## config.mk

```make
export PLATFORM = sky130hd
export DESIGN_NAME = task_signal_scheduler_core
export DESIGN_NICKNAME = d
export VERILOG_FILES = /design/src/tss_pkg.sv /design/src/tss_task_store.sv /design/src/tss_ready_ring.sv /design/src/task_signal_scheduler_core.sv
export SDC_FILE = /design/constraint.sdc
export NUM_CORES = 2
export LEC_CHECK = 0
export ABC_AREA = 1
export BUFFER_PORTS_ARGS = -buffer_cell sky130_fd_sc_hd__buf_2
export CORE_MARGIN = 2
export CORE_UTILIZATION = 60
export CTS_BUF_LIST = sky130_fd_sc_hd__clkbuf_8
export DETAILED_ROUTE_END_ITERATION = 10
export PLACE_DENSITY = 0.73
export SYNTH_ARGS = -nofsm -noshare
export SYNTH_HDL_FRONTEND = slang
export SYNTH_HIERARCHICAL = 1
export SYNTH_SLANG_ARGS = --single-unit
```

## constraint.sdc

```tcl
create_clock -name i_clk -period 6.95 [get_ports i_clk]
set_clock_uncertainty 0.1 [all_clocks]
set_input_delay 0 -clock i_clk [delete_from_list [all_inputs] [get_ports i_clk]]
set_output_delay 0 -clock i_clk [all_outputs]
set_load 0.05 [all_outputs]
```

## src/tss_pkg.sv

```systemverilog
// tss_pkg: shared types and constants for the task signal scheduler
// operation and outcome codes, input and result word structs, default sizes
// no dependencies
package tss_pkg;

    // default sizes handed to the top level parameters
    localparam int DEF_TASK_SLOTS = 16;
    localparam int DEF_FLAG_BITS  = 32;

    // fixed field widths of the channel words
    localparam int TASK_ID_W = 4;
    localparam int SIG_W     = 32;

    // scheduling operations
    typedef enum logic [2:0] {
        OP_ADD   = 3'd0,
        OP_YIELD = 3'd1,
        OP_WAIT  = 3'd2,
        OP_SEND  = 3'd3,
        OP_TAKE  = 3'd4
    } t_op;

    // result outcome codes
    typedef enum logic [1:0] {
        OUT_DONE    = 2'd0,
        OUT_BLOCKED = 2'd1,
        OUT_NO_TASK = 2'd2,
        OUT_ALREADY = 2'd3
    } t_outcome;

    // input word
    typedef struct packed {
        t_op                  operation;
        logic [TASK_ID_W-1:0] task_id;
        logic [SIG_W-1:0]     signal_set;
    } t_in_word;

    // result word
    typedef struct packed {
        logic [TASK_ID_W-1:0] running_task;
        logic                 idle;
        logic [SIG_W-1:0]     signals_out;
        t_outcome             outcome;
    } t_out_word;

endpackage

```

## src/tss_task_store.sv

```systemverilog
// tss_task_store: per-task memory holding the wait mask and received flags
// registered read with write-first forwarding, valid bits make unwritten entries read zero
// no package dependencies
module tss_task_store #(
    parameter int SLOTS  = 16,
    parameter int ADDR_W = 4,
    parameter int DATA_W = 64
) (
    input  logic              i_clk,
    input  logic              i_rst_n,
    input  logic              i_rd_en,
    input  logic [ADDR_W-1:0] i_rd_addr,
    input  logic              i_wr_en,
    input  logic [ADDR_W-1:0] i_wr_addr,
    input  logic [DATA_W-1:0] i_wr_data,
    output logic [DATA_W-1:0] o_rd_data
);

    logic [DATA_W-1:0] r_mem [SLOTS];
    logic [DATA_W-1:0] r_rd_data;
    logic [SLOTS-1:0]  r_valid;
    logic              r_rd_hit;
    logic              fwd;

    // a read at the address being written returns the new entry
    assign fwd = i_wr_en && (i_wr_addr == i_rd_addr);

    // memory array and read data register
    always_ff @(posedge i_clk) begin
        if (i_wr_en) begin
            r_mem[i_wr_addr] <= i_wr_data;
        end
        if (i_rd_en) begin
            if (fwd) begin
                r_rd_data <= i_wr_data;
            end else begin
                r_rd_data <= r_mem[i_rd_addr];
            end
        end
    end

    // written-entry tracking, cleared at reset
    always_ff @(posedge i_clk) begin
        if (!i_rst_n) begin
            r_valid  <= '0;
            r_rd_hit <= 1'b0;
        end else begin
            if (i_wr_en) begin
                r_valid[i_wr_addr] <= 1'b1;
            end
            if (i_rd_en) begin
                r_rd_hit <= fwd || r_valid[i_rd_addr];
            end
        end
    end

    assign o_rd_data = r_rd_hit ? r_rd_data : '0;

endmodule

```

## src/tss_ready_ring.sv

```systemverilog
// tss_ready_ring: ring memory of ready task ids
// one write and one registered read per cycle, write-first on a shared address
// no package dependencies
module tss_ready_ring #(
    parameter int SLOTS  = 16,
    parameter int ADDR_W = 4
) (
    input  logic              i_clk,
    input  logic              i_rd_en,
    input  logic [ADDR_W-1:0] i_rd_addr,
    input  logic              i_wr_en,
    input  logic [ADDR_W-1:0] i_wr_addr,
    input  logic [ADDR_W-1:0] i_wr_data,
    output logic [ADDR_W-1:0] o_rd_data
);

    logic [ADDR_W-1:0] r_mem [SLOTS];
    logic [ADDR_W-1:0] r_rd_data;

    // ring storage and registered head read
    always_ff @(posedge i_clk) begin
        if (i_wr_en) begin
            r_mem[i_wr_addr] <= i_wr_data;
        end
        if (i_rd_en) begin
            if (i_wr_en && (i_wr_addr == i_rd_addr)) begin
                r_rd_data <= i_wr_data;
            end else begin
                r_rd_data <= r_mem[i_rd_addr];
            end
        end
    end

    assign o_rd_data = r_rd_data;

endmodule

```

## src/task_signal_scheduler_core.sv

```systemverilog
// task_signal_scheduler_core: event-flag task scheduler with a FIFO ready queue
// uses tss_pkg, tss_task_store and tss_ready_ring
// single pass between an input register and a result register
//
// One scheduling word is accepted every cycle while input stall is low, and it
// passes through the input and result registers: the accepting edge registers
// the word and starts the reads of the task flag memory and the ready ring
// head; the edge at which the word moves on applies the operation, writes the
// memories and loads the result register. The read addresses for a word come
// from the task and head values left by the word ahead of it, and both
// memories forward a write to a read at the same address, so back-to-back words
// see each other's updates. Input stall rises only while a word waits behind a
// stalled result. Task ids are reduced modulo TASK_SLOTS, flag bits at or above
// FLAG_BITS are ignored, and no clearing pass is needed after reset.
module task_signal_scheduler_core #(
    parameter int TASK_SLOTS = tss_pkg::DEF_TASK_SLOTS,
    parameter int FLAG_BITS  = tss_pkg::DEF_FLAG_BITS
) (
    input  logic              i_clk,
    input  logic              i_rst_n,
    input  logic              i_in_valid,
    input  tss_pkg::t_in_word i_in_data,
    output logic              o_in_stall,
    output logic              o_out_valid,
    output tss_pkg::t_out_word o_out_data,
    input  logic              i_out_stall
);

    localparam int TASK_W  = $clog2(TASK_SLOTS);
    localparam int CNT_W   = $clog2(TASK_SLOTS + 1);
    localparam int SUM_W   = TASK_W + 1;
    localparam int ENTRY_W = 2 * FLAG_BITS;
    localparam int ID_W    = tss_pkg::TASK_ID_W;
    localparam int SIG_W   = tss_pkg::SIG_W;

    // input register
    logic                 r_in_valid;
    tss_pkg::t_op         r_op;
    logic [TASK_W-1:0]    r_id;
    logic [FLAG_BITS-1:0] r_set;

    // scheduler state
    logic [TASK_SLOTS-1:0] r_in_use;
    logic [TASK_SLOTS-1:0] r_waiting;
    logic [TASK_W-1:0]     r_head;
    logic [CNT_W-1:0]      r_cnt;
    logic [TASK_W-1:0]     r_cur;
    logic                  r_run;
    logic [TASK_W-1:0]     n_head;
    logic [CNT_W-1:0]      n_cnt;
    logic [TASK_W-1:0]     n_cur;
    logic                  n_run;

    // result register
    logic               r_out_valid;
    tss_pkg::t_out_word r_out;
    tss_pkg::t_out_word ex_word;

    // handshake
    logic accept;
    logic fire;

    // accept side
    logic [TASK_W-1:0] acc_id;
    logic              acc_uses_cur;
    logic [TASK_W-1:0] st_rd_addr;

    // memory ports
    logic [ENTRY_W-1:0] st_rd;
    logic               st_we;
    logic [TASK_W-1:0]  st_waddr;
    logic [ENTRY_W-1:0] st_wdata;
    logic [TASK_W-1:0]  ring_rd;
    logic               ring_we;
    logic [TASK_W-1:0]  ring_waddr;
    logic [TASK_W-1:0]  ring_wdata;

    // execute stage
    logic [FLAG_BITS-1:0] ex_flags;
    logic [FLAG_BITS-1:0] ex_mask;
    logic [FLAG_BITS-1:0] ex_match;
    logic [FLAG_BITS-1:0] ex_new_flags;
    logic [FLAG_BITS-1:0] ex_sig;
    logic [SUM_W-1:0]     ex_tail_sum;
    logic [TASK_W-1:0]    ex_tail;
    logic [TASK_W-1:0]    ex_head_dec;
    logic                 ex_full;
    logic                 ex_push_tail;
    logic                 ex_push_head;
    logic                 ex_set_in_use;
    logic                 ex_set_waiting;
    logic                 ex_clr_waiting;
    logic [TASK_W-1:0]    ex_pop_id;
    logic [TASK_W-1:0]    p_head;
    logic [CNT_W-1:0]     p_cnt;
    logic [TASK_W-1:0]    p_cur;
    logic                 p_run;
    tss_pkg::t_outcome    ex_outcome;

    // handshake: a word moves on unless the result register is held
    assign fire        = r_in_valid && !(r_out_valid && i_out_stall);
    assign o_in_stall  = r_in_valid && r_out_valid && i_out_stall;
    assign accept      = i_in_valid && !o_in_stall;
    assign o_out_valid = r_out_valid;
    assign o_out_data  = r_out;

    // task id modulo slot count, as a small table
    always_comb begin
        acc_id = '0;
        for (int v = 0; v < (1 << ID_W); v++) begin
            if (i_in_data.task_id == ID_W'(v)) begin
                acc_id = TASK_W'(v % TASK_SLOTS);
            end
        end
    end

    // read address: running task or addressed task
    always_comb begin
        case (i_in_data.operation)
            tss_pkg::OP_YIELD,
            tss_pkg::OP_WAIT,
            tss_pkg::OP_TAKE: acc_uses_cur = 1'b1;
            default:          acc_uses_cur = 1'b0;
        endcase
        st_rd_addr = acc_uses_cur ? n_cur : acc_id;
    end

    tss_task_store #(
        .SLOTS  (TASK_SLOTS),
        .ADDR_W (TASK_W),
        .DATA_W (ENTRY_W)
    ) u_store (
        .i_clk     (i_clk),
        .i_rst_n   (i_rst_n),
        .i_rd_en   (accept),
        .i_rd_addr (st_rd_addr),
        .i_wr_en   (st_we),
        .i_wr_addr (st_waddr),
        .i_wr_data (st_wdata),
        .o_rd_data (st_rd)
    );

    tss_ready_ring #(
        .SLOTS  (TASK_SLOTS),
        .ADDR_W (TASK_W)
    ) u_ring (
        .i_clk     (i_clk),
        .i_rd_en   (accept),
        .i_rd_addr (n_head),
        .i_wr_en   (ring_we),
        .i_wr_addr (ring_waddr),
        .i_wr_data (ring_wdata),
        .o_rd_data (ring_rd)
    );

    // operation, queue update and dispatch
    always_comb begin
        ex_flags     = st_rd[FLAG_BITS-1:0];
        ex_mask      = st_rd[ENTRY_W-1:FLAG_BITS];
        ex_match     = ex_flags & r_set;
        ex_new_flags = ex_flags | r_set;
        ex_tail_sum  = SUM_W'(r_head) + SUM_W'(r_cnt);
        ex_tail      = (ex_tail_sum >= SUM_W'(TASK_SLOTS))
                     ? TASK_W'(ex_tail_sum - SUM_W'(TASK_SLOTS))
                     : TASK_W'(ex_tail_sum);
        ex_head_dec  = (r_head == '0) ? TASK_W'(TASK_SLOTS - 1) : r_head - 1'b1;
        ex_full      = (r_cnt == CNT_W'(TASK_SLOTS));

        st_we          = 1'b0;
        st_wdata       = {ex_mask, ex_flags};
        ring_we        = 1'b0;
        ring_waddr     = ex_tail;
        ring_wdata     = r_id;
        ex_push_tail   = 1'b0;
        ex_push_head   = 1'b0;
        ex_set_in_use  = 1'b0;
        ex_set_waiting = 1'b0;
        ex_clr_waiting = 1'b0;
        ex_sig         = '0;
        ex_outcome     = tss_pkg::OUT_DONE;
        p_run          = r_run;
        p_head         = r_head;
        p_cnt          = r_cnt;
        p_cur          = r_cur;

        case (r_op)
            tss_pkg::OP_ADD: begin
                if (r_in_use[r_id]) begin
                    ex_outcome = tss_pkg::OUT_ALREADY;
                end else begin
                    ex_set_in_use = 1'b1;
                    ex_push_tail  = 1'b1;
                end
            end
            tss_pkg::OP_YIELD: begin
                if (!r_run) begin
                    ex_outcome = tss_pkg::OUT_NO_TASK;
                end else begin
                    ex_push_tail = 1'b1;
                    ring_wdata   = r_cur;
                    p_run        = 1'b0;
                end
            end
            tss_pkg::OP_WAIT: begin
                if (!r_run) begin
                    ex_outcome = tss_pkg::OUT_NO_TASK;
                end else if (ex_match != '0) begin
                    st_we    = 1'b1;
                    st_wdata = {ex_mask, ex_flags & ~r_set};
                    ex_sig   = ex_match;
                end else begin
                    st_we          = 1'b1;
                    st_wdata       = {r_set, ex_flags};
                    ex_set_waiting = 1'b1;
                    p_run          = 1'b0;
                    ex_outcome     = tss_pkg::OUT_BLOCKED;
                end
            end
            tss_pkg::OP_SEND: begin
                st_we    = 1'b1;
                st_wdata = {ex_mask, ex_new_flags};
                if (r_waiting[r_id] && ((ex_new_flags & ex_mask) != '0)) begin
                    ex_clr_waiting = 1'b1;
                    ex_push_head   = 1'b1;
                end
            end
            tss_pkg::OP_TAKE: begin
                if (!r_run) begin
                    ex_outcome = tss_pkg::OUT_NO_TASK;
                end else begin
                    st_we    = 1'b1;
                    st_wdata = {ex_mask, {FLAG_BITS{1'b0}}};
                    ex_sig   = ex_flags;
                end
            end
            default: begin
            end
        endcase

        // ready queue pushes
        if (ex_push_tail && !ex_full) begin
            ring_we    = 1'b1;
            ring_waddr = ex_tail;
            p_cnt      = r_cnt + 1'b1;
        end
        if (ex_push_head && !ex_full) begin
            ring_we    = 1'b1;
            ring_waddr = ex_head_dec;
            p_head     = ex_head_dec;
            p_cnt      = r_cnt + 1'b1;
        end

        // dispatch the queue head when nothing runs
        ex_pop_id = (ring_we && (ring_waddr == p_head)) ? ring_wdata : ring_rd;
        if (!p_run && (p_cnt != '0)) begin
            p_cur  = ex_pop_id;
            p_run  = 1'b1;
            p_head = (p_head == TASK_W'(TASK_SLOTS - 1)) ? '0 : p_head + 1'b1;
            p_cnt  = p_cnt - 1'b1;
        end

        // write address follows the read address chosen at accept
        case (r_op)
            tss_pkg::OP_YIELD,
            tss_pkg::OP_WAIT,
            tss_pkg::OP_TAKE: st_waddr = r_cur;
            default:          st_waddr = r_id;
        endcase

        // memory and flag writes only when the word moves on
        st_we   = st_we && fire;
        ring_we = ring_we && fire;

        ex_word.running_task = p_run ? ID_W'(p_cur) : '0;
        ex_word.idle         = !p_run;
        ex_word.signals_out  = SIG_W'(ex_sig);
        ex_word.outcome      = ex_outcome;

        n_head = fire ? p_head : r_head;
        n_cnt  = fire ? p_cnt : r_cnt;
        n_cur  = fire ? p_cur : r_cur;
        n_run  = fire ? p_run : r_run;
    end

    // control state
    always_ff @(posedge i_clk) begin
        if (!i_rst_n) begin
            r_in_valid  <= 1'b0;
            r_out_valid <= 1'b0;
            r_in_use    <= '0;
            r_waiting   <= '0;
            r_head      <= '0;
            r_cnt       <= '0;
            r_cur       <= '0;
            r_run       <= 1'b0;
        end else begin
            if (accept) begin
                r_in_valid <= 1'b1;
            end else if (fire) begin
                r_in_valid <= 1'b0;
            end
            if (fire) begin
                r_out_valid <= 1'b1;
            end else if (!i_out_stall) begin
                r_out_valid <= 1'b0;
            end
            if (fire && ex_set_in_use) begin
                r_in_use[r_id] <= 1'b1;
            end
            if (fire && ex_set_waiting) begin
                r_waiting[r_cur] <= 1'b1;
            end
            if (fire && ex_clr_waiting) begin
                r_waiting[r_id] <= 1'b0;
            end
            r_head <= n_head;
            r_cnt  <= n_cnt;
            r_cur  <= n_cur;
            r_run  <= n_run;
        end
    end

    // input and result words
    always_ff @(posedge i_clk) begin
        if (accept) begin
            r_op  <= i_in_data.operation;
            r_id  <= acc_id;
            r_set <= FLAG_BITS'(i_in_data.signal_set);
        end
        if (fire) begin
            r_out <= ex_word;
        end
    end

    // queue never holds more than one entry per slot
    assert property (@(posedge i_clk) disable iff (!i_rst_n)
        r_cnt <= CNT_W'(TASK_SLOTS))
        else $error("ready count above slot count");

    // with nothing running the ready queue must be empty
    assert property (@(posedge i_clk) disable iff (!i_rst_n)
        !r_run |-> (r_cnt == '0))
        else $error("idle with ready tasks pending");

    // the running task was added and is not waiting
    assert property (@(posedge i_clk) disable iff (!i_rst_n)
        r_run |-> (r_in_use[r_cur] && !r_waiting[r_cur]))
        else $error("running task is dormant or waiting");

    // a blocked result always comes with a new dispatch or idle
    assert property (@(posedge i_clk) disable iff (!i_rst_n)
        (fire && (ex_outcome == tss_pkg::OUT_BLOCKED)) |=> (!r_run || (r_cnt < $past(r_cnt))
            || ($past(r_cnt) == '0)))
        else $error("blocked task left running");

endmodule
```

==> out/summary.txt <==
OUTCOME
-------------------------------------------------------------------------------------
Status ................................................................. finished clean

SETUP PATH
-------------------------------------------------------------------------------------
Launch point of the worst reg-to-reg path .............................. u_store/r_rd_hit$_SDFFE_PN0P_
CP Capture Point ....................................................... u_store/r_rd_data[31]$_DFFE_PP_
WP data arrival ........................................................      7080 ps
Required time worst endpoint ...........................................      7570 ps
Slowest cell on the critical path ......................................      dfxtp_4
Cell depth of the worst flop-to-flop path ..............................           32
Worst Path Class, Setup ................................................   reg -> reg
Largest stage delay on the critical path ...............................       730 ps
Crit path capture type .................................................    flip-flop
Reg-to-reg setup timing slack ..........................................       490 ps
Worst flop-to-flop path endpoint ....................................... u_store/r_rd_data[31]$_DFFE_PP_
Most frequent cell on the critical path ................................      nand2_1
Launching element of the worst setup path .............................. u_store/r_rd_hit$_SDFFE_PN0P_
Startpoint types .......................................................    flip-flop
CP Max Fanout ..........................................................          149

CLOCK TREE
-------------------------------------------------------------------------------------
CTS Root Buffer Type ...................................................     clkbuf_8
Clock slew at reported path FFs ........................................        60 ps
Inserted Clock Buffers .................................................          199
H-tree level count .....................................................            4
Clock tree from TritonCTS ..............................................          yes
Clock latency on the worst-skew pair ...................................       890 ps
Total clock sinks ......................................................         1299
Worst-case clock buffer depth ..........................................            3

FLOORPLAN
-------------------------------------------------------------------------------------
Number of placement rows ...............................................          112
Floorplan die width ....................................................       311 um
Number of ports placed on the die boundary .............................           84
Die area ............................................................... 0.0965 sq mm
Area of the core ....................................................... 0.0933 sq mm
Die Ht .................................................................       311 um
Starting density of the core ...........................................        0.605

PWR
-------------------------------------------------------------------------------------
Worst IR drop on VDD ...................................................       226 uV
Internal ...............................................................      12.4 mW
Proportion of power drawn by flip-flops and latches ....................        0.519
Fraction of power consumed by combinational cells ......................        0.138
Power per unit of standard cell area ...................................  274 mW/mm^2
Clk network pwr share ..................................................        0.344
Switching power total ..................................................      4.74 mW
Sw Share ...............................................................        0.277
Leakage power total ....................................................      24.6 nW

SYNTHESIS
-------------------------------------------------------------------------------------
Count of flip-flops with a built-in enable after synthesis .............         1234
Synthesized instance count .............................................         5348
Cell Area, Synth ....................................................... 0.0564 sq mm
Part of the Yosys area used for sequential elements ....................        0.680
Synth Register Bits ....................................................         1299
Post-Synthesis Net Count ...............................................         5401
Number of different library cells in the post-synthesis netlist ........           50
Dominant synthesized flop cell .........................................     edfxtp_1
Ys async rst share .....................................................            0
Warning count from the yosys run .......................................            6
Mean post-synth cell area ..............................................   10.6 sq um

DETAILED ROUTING
-------------------------------------------------------------------------------------
First-pass DRT Iterations ..............................................            8
DR iter-0 viols ........................................................         5910
Post-route DRC .........................................................            0
Total number of vias ...................................................        41.2k
Detail-routed via count per cell .......................................         5.93
Wire length after detailed routing .....................................    153000 um
Number of nets with antenna violations after routing ...................            0
Per-cell routed wire length ............................................      22.0 um

PLACEMENT
-------------------------------------------------------------------------------------
Cell count after placement .............................................         6499
Routability Congestion .................................................        0.924
Placed cell area ....................................................... 0.0578 sq mm
Hpwl dp ................................................................     78700 um
Number of port buffers .................................................           83
Worst Setup Slack post-DPL .............................................       543 ps

TIMING
-------------------------------------------------------------------------------------
Setup violators final ..................................................            0
Number of hold violations in the final report ..........................            0
Crit share post-route ..................................................        0.930
Relative slew slack ....................................................        0.109
Least-Margin Pin Slew ..................................................      1340 ps
Fin crit period ........................................................      6460 ps
Setup repair after global routing missed its margin ....................           no
Worst setup margin .....................................................       487 ps
Sum of negative setup slack ............................................         0 ps
Fmax ...................................................................      155 MHz
Final max-slew violation count .........................................            0

CELLS AND AREA
-------------------------------------------------------------------------------------
Filler instances .......................................................         6968
FF+latch area .......................................................... 0.0384 sq mm
NumNets Final ..........................................................         5586
Most frequent standard cell in the layout excluding fill and tap cells .      nand2_1
Area added between synthesis and finish ................................        10.6%
End-of-flow core utilization ...........................................        0.669
Final std cells w/o fill ...............................................         6948
Commonest cells after routing, fill and taps aside ..................... 2094 x nand2_1, 1234 x edfxtp_1, 864 x nand3_1
Fraction of final layout cells sized beyond drive strength 1 ...........       0.0912
Multi-input gate area in the final layout .............................. 0.0152 sq mm
Final Cell Area ........................................................ 0.0624 sq mm

MIN PATH
-------------------------------------------------------------------------------------
Cells on Worst Hold Path ...............................................            4
Min-Delay Path Class ...................................................    in -> reg

GLOBAL ROUTE
-------------------------------------------------------------------------------------
Global-route congestion overflow total .................................            0
Global-route wire length before repair .................................    231000 um
GRT Max-Usage Layer ....................................................         met2
Initial antenna violation count ........................................            7
GR met3 Demand/Resource ................................................       0.0759
Global routing usage summed across all routing layers ..................        0.313
Met1 Use GR ............................................................        0.434
Global-route track usage on met2 .......................................        0.481
Vias in the first global route .........................................        39.0k
Pin count of the biggest net entering global routing ...................          203

RUN
-------------------------------------------------------------------------------------
# Max-Cap Violations ...................................................            0

==> flip-flops by register name, summed over array words and instances (netlist names) <==
signal / flops
u_store/r_mem: 1024
u_ring/r_mem: 64
u_store/r_rd_data: 64
o_out_data: 39
r_set: 32
r_in_use: 16
r_waiting: 16
u_store/r_valid: 16
r_cnt: 5
r_cur: 4
r_head: 4
r_id: 4
u_ring/o_rd_data: 4
r_op: 3
o_out_valid: 1
r_in_valid: 1
r_run: 1
u_store/r_rd_hit: 1
==> power by group through the flow <==
stage / combinational [mW] / clock [mW] / sequential (mW)
2_1_floorplan: 1.63 / 0 / 9.04
3_3_place_gp: 2.21 / 0 / 9.04
3_5_place_dp: 2.25 / 0 / 9.04
4_1_cts: 2.30 / 5.93 / 8.88
5_1_grt: 2.59 / 6.27 / 8.88
6_report: 2.36 / 5.88 / 8.88
==> per-layer routing <==
layer	up-vias	share of wire
li1	18600	-
met1	19500	0.39
met2	2639	0.45
met3	408	0.13
met4	4	0.036
met5	-	0.00018
==> Yosys cell counts, types with 10 or more instances <==
cell type  count  share of area
nand2_1     2098           0.14
edfxtp_1    1234           0.66
nand3_1      865          0.077
inv_1        291          0.019
nor2_1       146         0.0097
buf_2        103         0.0091
clkbuf_1      74         0.0049
o21ai_0       71         0.0063
a21oi_1       66         0.0059
dfxtp_1       65          0.023
buf_4         58         0.0077
buf_6         50          0.010
o221ai_1      28         0.0043
nand4_1       20         0.0022
a32oi_1       19         0.0029
o32ai_1       19         0.0029
a211oi_1      16         0.0021
o22ai_1       15         0.0017
inv_2         13        0.00086
buf_1         11        0.00073
o21ai_1       10        0.00089
==> worst min path at each step <==
stage | end | slack (ps) | startpoint
after floorplan | r_op[0]$_DFFE_PP_ | -1 | i_in_data[36]
after detailed placement | r_set[8]$_DFFE_PP_ | 90 | i_in_data[8]
final | r_head[0]$_SDFF_PN0_ | 110 | i_rst_n
after global routing | r_head[0]$_SDFF_PN0_ | 130 | i_rst_n
after global placement | r_set[15]$_DFFE_PP_ | 110 | i_in_data[15]
after CTS | r_head[0]$_SDFF_PN0_ | 50 | i_rst_n
==> per-stage QoR <==
stage	hold WS [ps]	power (mW)
5_1_grt	128	17.7
3_3_place_gp	113	11.2
6_report	106	17.1
4_1_cts	52.7	17.1
3_5_place_dp	94.3	11.3
2_1_floorplan	-1.13	10.7
==> cell families (layout without fill, tap and decap cells) <==
group | after synthesis | after routing | share of synthesized area
simple gates | 3168 | 3168 | 0.234
flops | 1299 | 1299 | 0.680
buf+inv | 606 | 949 | 0.0536
compound gates | 256 | 256 | 0.0292
fa+ha+maj | 10 | 10 | 0.00235
xor+xnor | 9 | 9 | 0.00140
other cells | 0 | 3 | 0
==> worst max-delay path, delay by kind of cell, from the launching register on <==
kind                     cells  cell delay (ps)
AO/OA/AOI/OAI                2              390
adder cells (fa/ha/maj)      1              200
buffers and inverters        5             1190
flip-flops                   1              730
AND/OR/NAND/NOR             24             3340
==> area by class of cell <==
class / count / share of cell area
sequential: 1299 / 0.615
multi-input combinational: 3443 / 0.244
clock buffer: 202 / 0.0446
timing repair buffer: 281 / 0.0376
tap: 1254 / 0.0251
inverter: 309 / 0.0194
clock inverter: 157 / 0.0140
antenna: 3 / 0.000120
==> repair_timing <==
item,4_1_cts,5_1_grt
setup endpoints to repair,0,13
resized for setup,0,1
endpoints found under the hold margin,212,0
hold buffers,85,0
buffers inserted,0,1
Power figures use the tool's default switching activity.
